## config.mk

```make
export PLATFORM = sky130hd
export DESIGN_NAME = heating_relay_thermostat_controller_flat
export DESIGN_NICKNAME = d
export VERILOG_FILES = /design/src/rtl/hrtc_pkg.sv /design/src/rtl/hrtc_ifs.sv /design/src/rtl/heating_relay_thermostat_controller.sv /design/src/flat_wrapper.sv
export SDC_FILE = /design/constraint.sdc
export NUM_CORES = 1
export LEC_CHECK = 0
export BUFFER_PORTS_ARGS = -buffer_cell sky130_fd_sc_hd__buf_2
export CAP_MARGIN = 20
export CORE_MARGIN = 5
export CORE_UTILIZATION = 46
export DETAILED_ROUTE_END_ITERATION = 12
export GPL_TIMING_DRIVEN = 0
export PLACE_DENSITY = 0.73
export SKIP_CTS_REPAIR_TIMING = 1
export SYNTH_ARGS = -nofsm -noshare
export SYNTH_HDL_FRONTEND = slang
export SYNTH_SLANG_ARGS = --single-unit
```

## constraint.sdc

```tcl
create_clock -name clk -period 3 [get_ports clk]
set_input_delay 0.3 -clock clk [delete_from_list [all_inputs] [get_ports clk]]
set_output_delay 0.3 -clock clk [all_outputs]
set_load 0.005 [all_outputs]
```

## src/rtl/hrtc_pkg.sv

```systemverilog
package hrtc_pkg;

  localparam int TempW    = 12;
  localparam int BandW    = 8;
  localparam int AgeW     = 8;
  localparam int BattW    = 7;
  localparam int CmdW     = 3;
  localparam int CfgIdxW  = 3;
  localparam int CfgDataW = 12;

  typedef logic signed [TempW-1:0] temp_t;
  typedef logic [BattW-1:0]        batt_t;
  typedef logic [AgeW-1:0]         age_t;
  typedef logic [CmdW-1:0]         cmd_code_t;

  typedef enum logic [CmdW-1:0] {
    CMD_NONE      = 3'd0,
    CMD_FORCE_ON  = 3'd1,
    CMD_FORCE_OFF = 3'd2,
    CMD_PROG_ON   = 3'd3,
    CMD_PROG_OFF  = 3'd4
  } cmd_t;

  typedef enum logic [CfgIdxW-1:0] {
    REG_SETPOINT      = 3'd0,
    REG_HYST_BAND     = 3'd1,
    REG_SIG_TIMEOUT   = 3'd2,
    REG_BATT_LOW      = 3'd3,
    REG_BATT_CRITICAL = 3'd4
  } reg_idx_t;

  localparam temp_t              SetpointReset = 12'sd304;
  localparam logic [BandW-1:0]   HystReset     = 8'd16;
  localparam age_t               TimeoutReset  = 8'd30;
  localparam batt_t              BattLowReset  = 7'd20;
  localparam batt_t              BattCritReset = 7'd10;
  localparam temp_t              TempReset     = 12'sd533;
  localparam batt_t              BattReset     = 7'd101;
  localparam age_t               AgeMax        = 8'd255;

endpackage

```

## src/rtl/hrtc_ifs.sv

```systemverilog
interface hrtc_in_if;
  import hrtc_pkg::*;

  logic      valid;
  logic      ready;
  cmd_code_t cmd;
  logic      mains_present;
  logic      minute_tick;
  logic      report_valid;
  temp_t     report_temp;
  batt_t     report_battery;

  modport source (
    output valid, cmd, mains_present, minute_tick, report_valid, report_temp,
           report_battery,
    input  ready
  );

  modport sink (
    input  valid, cmd, mains_present, minute_tick, report_valid, report_temp,
           report_battery,
    output ready
  );
endinterface

interface hrtc_out_if;
  import hrtc_pkg::*;

  logic  valid;
  logic  ready;
  logic  heating_on;
  logic  program_on;
  logic  forced_on;
  logic  command_refused;
  logic  alert_no_signal;
  logic  alert_battery_low;
  logic  alert_battery_critical;
  age_t  report_age_min;
  temp_t current_temp;

  modport source (
    output valid, heating_on, program_on, forced_on, command_refused,
           alert_no_signal, alert_battery_low, alert_battery_critical,
           report_age_min, current_temp,
    input  ready
  );

  modport sink (
    input  valid, heating_on, program_on, forced_on, command_refused,
           alert_no_signal, alert_battery_low, alert_battery_critical,
           report_age_min, current_temp,
    output ready
  );
endinterface

```

## src/rtl/heating_relay_thermostat_controller.sv

```systemverilog
// An accepted beat passes the input register and then the result register to
// out_ch. Throughput: one beat per cycle unless out_ch.ready stalls; the two
// registers are separated by one pass of flag logic and two 14-bit compares.
// Reset: synchronous on rst_n low; clears handshake valids, control flags,
// alert latches and age, and loads the default registers and stored report.
module heating_relay_thermostat_controller (
  input  logic                         clk,
  input  logic                         rst_n,
  hrtc_in_if.sink                      in_ch,
  hrtc_out_if.source                   out_ch,
  input  logic                         cfg_we,
  input  logic [hrtc_pkg::CfgIdxW-1:0] cfg_idx,
  input  logic [hrtc_pkg::CfgDataW-1:0] cfg_wdata
);
  import hrtc_pkg::*;

  temp_t            setpoint_r;
  logic [BandW-1:0] band_r;
  age_t             timeout_r;
  batt_t            batt_low_r;
  batt_t            batt_crit_r;

  logic  heat_r, prog_r, forced_r, mprev_r;
  age_t  age_r;
  temp_t temp_r;
  batt_t batt_r;
  logic  latch_sig_r, latch_low_r, latch_crit_r;

  logic      s1_v_r;
  cmd_code_t s1_cmd_r;
  logic      s1_mains_r, s1_tick_r, s1_rvalid_r;
  temp_t     s1_rtemp_r;
  batt_t     s1_rbatt_r;

  logic  out_v_r;
  logic  o_heat_r, o_prog_r, o_forced_r, o_refused_r;
  logic  o_sig_r, o_low_r, o_crit_r;
  age_t  o_age_r;
  temp_t o_temp_r;

  logic  advance, in_take;
  logic  heat_nxt, prog_nxt, forced_nxt, mprev_nxt, refused_nxt;
  logic  sig_fire, low_fire, crit_fire;
  age_t  age_tick, age_nxt;
  temp_t temp_nxt;
  batt_t batt_nxt;
  logic signed [TempW+1:0] t2, s2, lo_lim, hi_lim, band_x;

  assign advance  = s1_v_r && (!out_v_r || out_ch.ready);
  assign in_ch.ready = !s1_v_r || advance;
  assign in_take  = in_ch.valid && in_ch.ready;

  assign t2     = {temp_r[TempW-1], temp_r, 1'b0};
  assign s2     = {setpoint_r[TempW-1], setpoint_r, 1'b0};
  assign band_x = $signed({{(TempW+2-BandW){1'b0}}, band_r});
  assign lo_lim = s2 - band_x;
  assign hi_lim = s2 + band_x;

  always_comb begin
    prog_nxt    = prog_r;
    forced_nxt  = forced_r;
    refused_nxt = 1'b0;
    case (s1_cmd_r)
      CMD_FORCE_ON, CMD_FORCE_OFF: begin
        if (prog_r) begin
          refused_nxt = 1'b1;
        end else begin
          forced_nxt = (s1_cmd_r == CMD_FORCE_ON);
        end
      end
      CMD_PROG_ON: begin
        prog_nxt = 1'b1;
      end
      CMD_PROG_OFF: begin
        prog_nxt   = 1'b0;
        forced_nxt = 1'b0;
      end
      default: begin
      end
    endcase

    age_tick = (s1_tick_r && age_r != AgeMax) ? age_r + 8'd1 : age_r;

    sig_fire  = !latch_sig_r && (age_tick > timeout_r);
    low_fire  = !latch_low_r && (batt_r < batt_low_r);
    crit_fire = !latch_crit_r && (batt_r < batt_crit_r);
    if (sig_fire) begin
      prog_nxt = 1'b0;
    end

    heat_nxt  = heat_r;
    mprev_nxt = mprev_r;
    if (s1_mains_r && !mprev_r && heat_r) begin
      heat_nxt  = 1'b0;
      mprev_nxt = 1'b1;
    end else if (!s1_mains_r && !mprev_r && prog_nxt) begin
      if (t2 < lo_lim) begin
        heat_nxt = 1'b1;
      end
      if (t2 > hi_lim) begin
        heat_nxt = 1'b0;
      end
    end else if (!s1_mains_r && forced_nxt) begin
      heat_nxt = 1'b1;
    end
    if (!s1_mains_r) begin
      mprev_nxt = 1'b0;
    end
    if (!forced_nxt && !prog_nxt) begin
      heat_nxt = 1'b0;
    end

    age_nxt  = age_tick;
    temp_nxt = temp_r;
    batt_nxt = batt_r;
    if (s1_rvalid_r) begin
      age_nxt  = '0;
      temp_nxt = s1_rtemp_r;
      batt_nxt = s1_rbatt_r;
    end
  end

  always_ff @(posedge clk) begin
    if (!rst_n) begin
      setpoint_r   <= SetpointReset;
      band_r       <= HystReset;
      timeout_r    <= TimeoutReset;
      batt_low_r   <= BattLowReset;
      batt_crit_r  <= BattCritReset;
      heat_r       <= 1'b0;
      prog_r       <= 1'b0;
      forced_r     <= 1'b0;
      mprev_r      <= 1'b0;
      age_r        <= '0;
      temp_r       <= TempReset;
      batt_r       <= BattReset;
      latch_sig_r  <= 1'b0;
      latch_low_r  <= 1'b0;
      latch_crit_r <= 1'b0;
      s1_v_r       <= 1'b0;
      out_v_r      <= 1'b0;
    end else begin
      if (cfg_we) begin
        case (cfg_idx)
          REG_SETPOINT:      setpoint_r  <= temp_t'(cfg_wdata[TempW-1:0]);
          REG_HYST_BAND:     band_r      <= cfg_wdata[BandW-1:0];
          REG_SIG_TIMEOUT:   timeout_r   <= cfg_wdata[AgeW-1:0];
          REG_BATT_LOW:      batt_low_r  <= cfg_wdata[BattW-1:0];
          REG_BATT_CRITICAL: batt_crit_r <= cfg_wdata[BattW-1:0];
          default: begin
          end
        endcase
      end
      if (in_take) begin
        s1_v_r <= 1'b1;
      end else if (advance) begin
        s1_v_r <= 1'b0;
      end
      if (advance) begin
        out_v_r      <= 1'b1;
        heat_r       <= heat_nxt;
        prog_r       <= prog_nxt;
        forced_r     <= forced_nxt;
        mprev_r      <= mprev_nxt;
        age_r        <= age_nxt;
        temp_r       <= temp_nxt;
        batt_r       <= batt_nxt;
        latch_sig_r  <= latch_sig_r | sig_fire;
        latch_low_r  <= latch_low_r | low_fire;
        latch_crit_r <= latch_crit_r | crit_fire;
      end else if (out_ch.ready) begin
        out_v_r <= 1'b0;
      end
    end
  end

  always_ff @(posedge clk) begin
    if (in_take) begin
      s1_cmd_r    <= in_ch.cmd;
      s1_mains_r  <= in_ch.mains_present;
      s1_tick_r   <= in_ch.minute_tick;
      s1_rvalid_r <= in_ch.report_valid;
      s1_rtemp_r  <= in_ch.report_temp;
      s1_rbatt_r  <= in_ch.report_battery;
    end
    if (advance) begin
      o_heat_r    <= heat_nxt;
      o_prog_r    <= prog_nxt;
      o_forced_r  <= forced_nxt;
      o_refused_r <= refused_nxt;
      o_sig_r     <= sig_fire;
      o_low_r     <= low_fire;
      o_crit_r    <= crit_fire;
      o_age_r     <= age_nxt;
      o_temp_r    <= temp_nxt;
    end
  end

  assign out_ch.valid                  = out_v_r;
  assign out_ch.heating_on             = o_heat_r;
  assign out_ch.program_on             = o_prog_r;
  assign out_ch.forced_on              = o_forced_r;
  assign out_ch.command_refused        = o_refused_r;
  assign out_ch.alert_no_signal        = o_sig_r;
  assign out_ch.alert_battery_low      = o_low_r;
  assign out_ch.alert_battery_critical = o_crit_r;
  assign out_ch.report_age_min         = o_age_r;
  assign out_ch.current_temp           = o_temp_r;

endmodule

```

## src/flat_wrapper.sv

```systemverilog
// flat-port wrapper written by rule: the top's interface ports become plain ports
module heating_relay_thermostat_controller_flat import hrtc_pkg::*;
  (clk, rst_n, cfg_we, cfg_idx, cfg_wdata, in_ch_valid, in_ch_cmd, in_ch_mains_present, in_ch_minute_tick, in_ch_report_valid, in_ch_report_temp, in_ch_report_battery, in_ch_ready, out_ch_valid, out_ch_heating_on, out_ch_program_on, out_ch_forced_on, out_ch_command_refused, out_ch_alert_no_signal, out_ch_alert_battery_low, out_ch_alert_battery_critical, out_ch_report_age_min, out_ch_current_temp, out_ch_ready);
  hrtc_in_if in_ch_i ();
  hrtc_out_if out_ch_i ();
  input  logic clk;
  input  logic rst_n;
  input  logic cfg_we;
  input  logic [hrtc_pkg::CfgIdxW-1:0] cfg_idx;
  input  logic [hrtc_pkg::CfgDataW-1:0] cfg_wdata;
  input wire logic [$bits(in_ch_i.valid)-1:0] in_ch_valid;
  input wire logic [$bits(in_ch_i.cmd)-1:0] in_ch_cmd;
  input wire logic [$bits(in_ch_i.mains_present)-1:0] in_ch_mains_present;
  input wire logic [$bits(in_ch_i.minute_tick)-1:0] in_ch_minute_tick;
  input wire logic [$bits(in_ch_i.report_valid)-1:0] in_ch_report_valid;
  input wire logic [$bits(in_ch_i.report_temp)-1:0] in_ch_report_temp;
  input wire logic [$bits(in_ch_i.report_battery)-1:0] in_ch_report_battery;
  output wire logic [$bits(in_ch_i.ready)-1:0] in_ch_ready;
  output wire logic [$bits(out_ch_i.valid)-1:0] out_ch_valid;
  output wire logic [$bits(out_ch_i.heating_on)-1:0] out_ch_heating_on;
  output wire logic [$bits(out_ch_i.program_on)-1:0] out_ch_program_on;
  output wire logic [$bits(out_ch_i.forced_on)-1:0] out_ch_forced_on;
  output wire logic [$bits(out_ch_i.command_refused)-1:0] out_ch_command_refused;
  output wire logic [$bits(out_ch_i.alert_no_signal)-1:0] out_ch_alert_no_signal;
  output wire logic [$bits(out_ch_i.alert_battery_low)-1:0] out_ch_alert_battery_low;
  output wire logic [$bits(out_ch_i.alert_battery_critical)-1:0] out_ch_alert_battery_critical;
  output wire logic [$bits(out_ch_i.report_age_min)-1:0] out_ch_report_age_min;
  output wire logic [$bits(out_ch_i.current_temp)-1:0] out_ch_current_temp;
  input wire logic [$bits(out_ch_i.ready)-1:0] out_ch_ready;
  assign in_ch_i.valid = in_ch_valid;
  assign in_ch_i.cmd = in_ch_cmd;
  assign in_ch_i.mains_present = in_ch_mains_present;
  assign in_ch_i.minute_tick = in_ch_minute_tick;
  assign in_ch_i.report_valid = in_ch_report_valid;
  assign in_ch_i.report_temp = in_ch_report_temp;
  assign in_ch_i.report_battery = in_ch_report_battery;
  assign in_ch_ready = in_ch_i.ready;
  assign out_ch_valid = out_ch_i.valid;
  assign out_ch_heating_on = out_ch_i.heating_on;
  assign out_ch_program_on = out_ch_i.program_on;
  assign out_ch_forced_on = out_ch_i.forced_on;
  assign out_ch_command_refused = out_ch_i.command_refused;
  assign out_ch_alert_no_signal = out_ch_i.alert_no_signal;
  assign out_ch_alert_battery_low = out_ch_i.alert_battery_low;
  assign out_ch_alert_battery_critical = out_ch_i.alert_battery_critical;
  assign out_ch_report_age_min = out_ch_i.report_age_min;
  assign out_ch_current_temp = out_ch_i.current_temp;
  assign out_ch_i.ready = out_ch_ready;
  heating_relay_thermostat_controller u_core (.clk(clk), .rst_n(rst_n), .in_ch(in_ch_i), .out_ch(out_ch_i), .cfg_we(cfg_we), .cfg_idx(cfg_idx), .cfg_wdata(cfg_wdata));
endmodule
```

==> flow_summary.json <==
{
  "fmax_ghz": 0.282,
  "drive_gt1_share_pct": 22.3,
  "chipWidth_um": 130,
  "crit_arrival_ns": 3.71,
  "start_util_pct": 47.1,
  "min_to": "u_core.s1_rbatt_r[3]$_DFFE_PP_",
  "dr.pass1.iters": 5,
  "critPathKind": "flop to flop",
  "p_leak_uw": 0.00328,
  "first_global_vias": 5102,
  "pre_cts_slack_ns": -0.820,
  "synth-seq-cells": 130,
  "vias": 5312,
  "hp-class": "input pin to flop",
  "synthTopCellsByCount": "nand2_1, dfxtp_1, a21oi_1",
  "worst_pin_slew_ns": 0.869,
  "syn_nets": 806,
  "grt_pass1_wl_mm": 25.1,
  "seq_power_share_pct": 43.3,
  "ant_nets": 0,
  "clock_sinks": 130,
  "max_cap_viol_count": 0,
  "async_flop_share_pct": 0,
  "clkPwrFrac_pct": 47.5,
  "nFillCells": 1220,
  "cp_max_fo": 3,
  "pwr-share-comb_pct": 9.2,
  "viasPerCell": 5.30,
  "wirelength_mm": 15.7,
  "dr_wl_met3_um": 947,
  "grt_max_degree": 37,
  "synth_edf_count": 52,
  "ys_seq_area_share_pct": 47.4,
  "clock_skew_ns": 0.0131,
  "num_antenna_cells": 0,
  "synth_top_area_cell": "dfxtp_1",
  "globalplace.congestion": 0.877,
  "multi_input_area_um2": 3400,
  "reg2regPathDepth": 17,
  "r2r_start": "u_core.setpoint_r[0]$_SDFFE_PN0P_",
  "worstPathRequired_ns": 3.16,
  "p_int_uw": 3470,
  "dieHeight_um": 130,
  "fin_crit_ns": 3.54,
  "status": "complete, but fails checks",
  "clock_path_buffers": 2,
  "io_buffers": 72,
  "routed-wl-met2_mm": 7.45,
  "synth_cell_type_count": 59,
  "hold_viol": 0,
  "cts_tree": "done",
  "cts_htree_levels": 4,
  "power_density_nw_per_um2": 550,
  "r2r_end": "u_core.out_ch.heating_on$_DFFE_PP_",
  "clockRootBuffer": "clkbuf_16",
  "clk_pin_slew_worst_paths_ns": 0.06,
  "synth_cells": 700,
  "antenna_found_initial": 0,
  "dr.max_layer_used": "met4",
  "power_uw": 4500,
  "overflow": 0,
  "core_area_um2": 14000,
  "yosysTopAreaCellShare_pct": 23.7,
  "io-pin-count": 74,
  "ys_warn_count": 0,
  "die_area_um2": 16800,
  "violations": "negative setup slack",
  "endpoint_kind": "flop",
  "num_rows": 43,
  "min-delay-start": "in_ch_report_battery[3]",
  "r2r_setup_slack_ns": -0.54,
  "gr-usage-all-layers_pct": 19.0,
  "regArea_um2": 3130,
  "syn_area_um2": 6590,
  "drt_iter0_drc": 271,
  "peakVddDrop_v": 0.000443,
  "max_slew_margin_pct": 42.0,
  "swShare_pct": 22.9,
  "fin_crit_sh_pct": 118,
  "p_sw_uw": 1030,
  "wl_per_cell_um": 15.7,
  "synthTopCellsByArea": "dfxtp_1, edfxtp_1, ha_1",
  "synth_ff_type": "dfxtp_1",
  "place_hpwl_mm": 11.0,
  "clkLatencyLatePin_ns": 0.42,
  "yosysMostFrequentCell": "nand2_1",
  "drc": 0,
  "met1Wirelength_mm": 7.07,
  "holdPathStages": 1,
  "start_kind": "flop",
  "setup_violations": 3,
  "fin_nets": 915,
  "area_growth_pct": 24.1,
  "final_max_slew_viol_count": 0,
  "cts_made_buffers": 17,
  "hold_ws_ns": 0.0482,
  "syn-mean-instance-area_um2": 9.42,
  "setup_ws_ns": -0.542,
  "rsz0062_at_grt": "yes"
}
layout by cell type (no fill, tap or decap), types with 3 or more instances in the layout:
cell / instances
o31a_1: 3
xor2_1: 7
dfxtp_1: 72
xnor2_1: 13
clkbuf_16: 21
o211ai_1: 10
buf_1: 3
clkbuf_1: 25
and3_1: 3
nor3_1: 9
inv_1: 41
buf_4: 16
nor2_2: 3
nand3_1: 16
mux2i_1: 5
a21oi_1: 67
and2_1: 3
buf_6: 3
xor2_2: 3
o21ai_0: 15
inv_2: 3
nand4_1: 6
nand2_1: 137
nor2_1: 34
o21a_1: 6
nand2b_1: 7
o21ai_1: 3
ha_1: 57
a21oi_2: 5
a21o_1: 4
or2_2: 4
buf_2: 72
edfxtp_1: 52
o31ai_1: 3
dfxtp_2: 5
mux2_2: 13
o21bai_1: 4
nor2b_1: 12
worst max-delay path, cell delays in order, from the launching register on:
cell and delay (ns):
dfxtp_4 0.37, ha_4 0.14, inv_2 0.03, fa_2 0.34
o21bai_1 0.17, a21oi_2 0.09, o21bai_1 0.16, a21oi_2 0.08
o21bai_1 0.22, nand4_1 0.14, xor2_1 0.19, ha_1 0.30
nand4_1 0.16, o2111ai_2 0.26, a21oi_1 0.07, a311o_1 0.31
a21boi_2 0.17, o31ai_1 0.08
cell type report:
class	count	area share (%)
tap	180	2.75
sequential	130	38.3
inverter	44	2.02
clock buffer	27	6.94
multi-input combinational	499	41.5
clock inverter	5	0.719
timing repair buffer	90	6.35
buffer	27	1.44
kinds of logic (layout without fill, tap and decap cells):
kind of cell	count (synthesis)	in the layout	synth area share (%)
AND/OR/NAND/NOR	254	254	17.4
buffers and inverters	71	193	4.27
XOR/XNOR	23	23	3.06
multiplexers	19	19	3.13
adder cells (fa/ha/maj)	61	61	11.7
flip-flops	130	130	47.4
AO/OA/AOI/OAI	142	142	13.0
sequential cells by signal, summed over array words and instances, names as in the netlist, 8 cells and up:
| signal | cells |
|---|---|
| u_core.age_r | 8 |
| u_core.out_ch.report_age_min | 8 |
| u_core.s1_rtemp_r | 12 |
| u_core.temp_r | 12 |
| u_core.band_r | 8 |
| u_core.timeout_r | 8 |
| u_core.setpoint_r | 12 |
| u_core.out_ch.current_temp | 12 |
routing by layer:
metal | vias to the layer above | track usage, %
li1 | 2657 | -
met1 | 2484 | 24.9
met2 | 144 | 31.2
met3 | 27 | 4.63
met4 | 0 | 6.05
met5 | - | 0
worst max-delay path by stage:
stage,start,endpoint,slack [ns],depth (start not counted)
after floorplan,u_core.setpoint_r[0]$_SDFFE_PN0P_,u_core.out_ch.heating_on$_DFFE_PP_,-0.20,18
after global placement,u_core.band_r[1]$_SDFFE_PN0P_,u_core.out_ch.heating_on$_DFFE_PP_,-0.84,15
after detailed placement,u_core.band_r[1]$_SDFFE_PN0P_,u_core.out_ch.heating_on$_DFFE_PP_,-0.82,15
after CTS,u_core.band_r[1]$_SDFFE_PN0P_,u_core.out_ch.heating_on$_DFFE_PP_,-0.86,15
after global routing,u_core.setpoint_r[0]$_SDFFE_PN0P_,u_core.out_ch.heating_on$_DFFE_PP_,-0.72,18
final,u_core.setpoint_r[0]$_SDFFE_PN0P_,u_core.out_ch.heating_on$_DFFE_PP_,-0.54,17
power by group through the flow:
stage	Combinational, µW	Clock, µW	Sequential (µW)
after floorplan	240	0	1980
after global placement	362	0	1980
after detailed placement	375	0	1980
after CTS	381	2160	1950
after global routing	465	2240	1960
final	412	2140	1950
through the flow:
stage          util [%]  area, µm²  cells  setup TNS [ns]
3_5_place_dp       51.7       7240    953           -1.77
6_report           58.5       8180   1002          -0.964
5_1_grt            58.5       8180   1002           -1.55
3_3_place_gp       51.5       7210    952           -1.81
4_1_cts            56.2       7870    985           -1.92
2_1_floorplan         -       6620    700          -0.285
No activity file was read; power rests on OpenSTA's default activity.
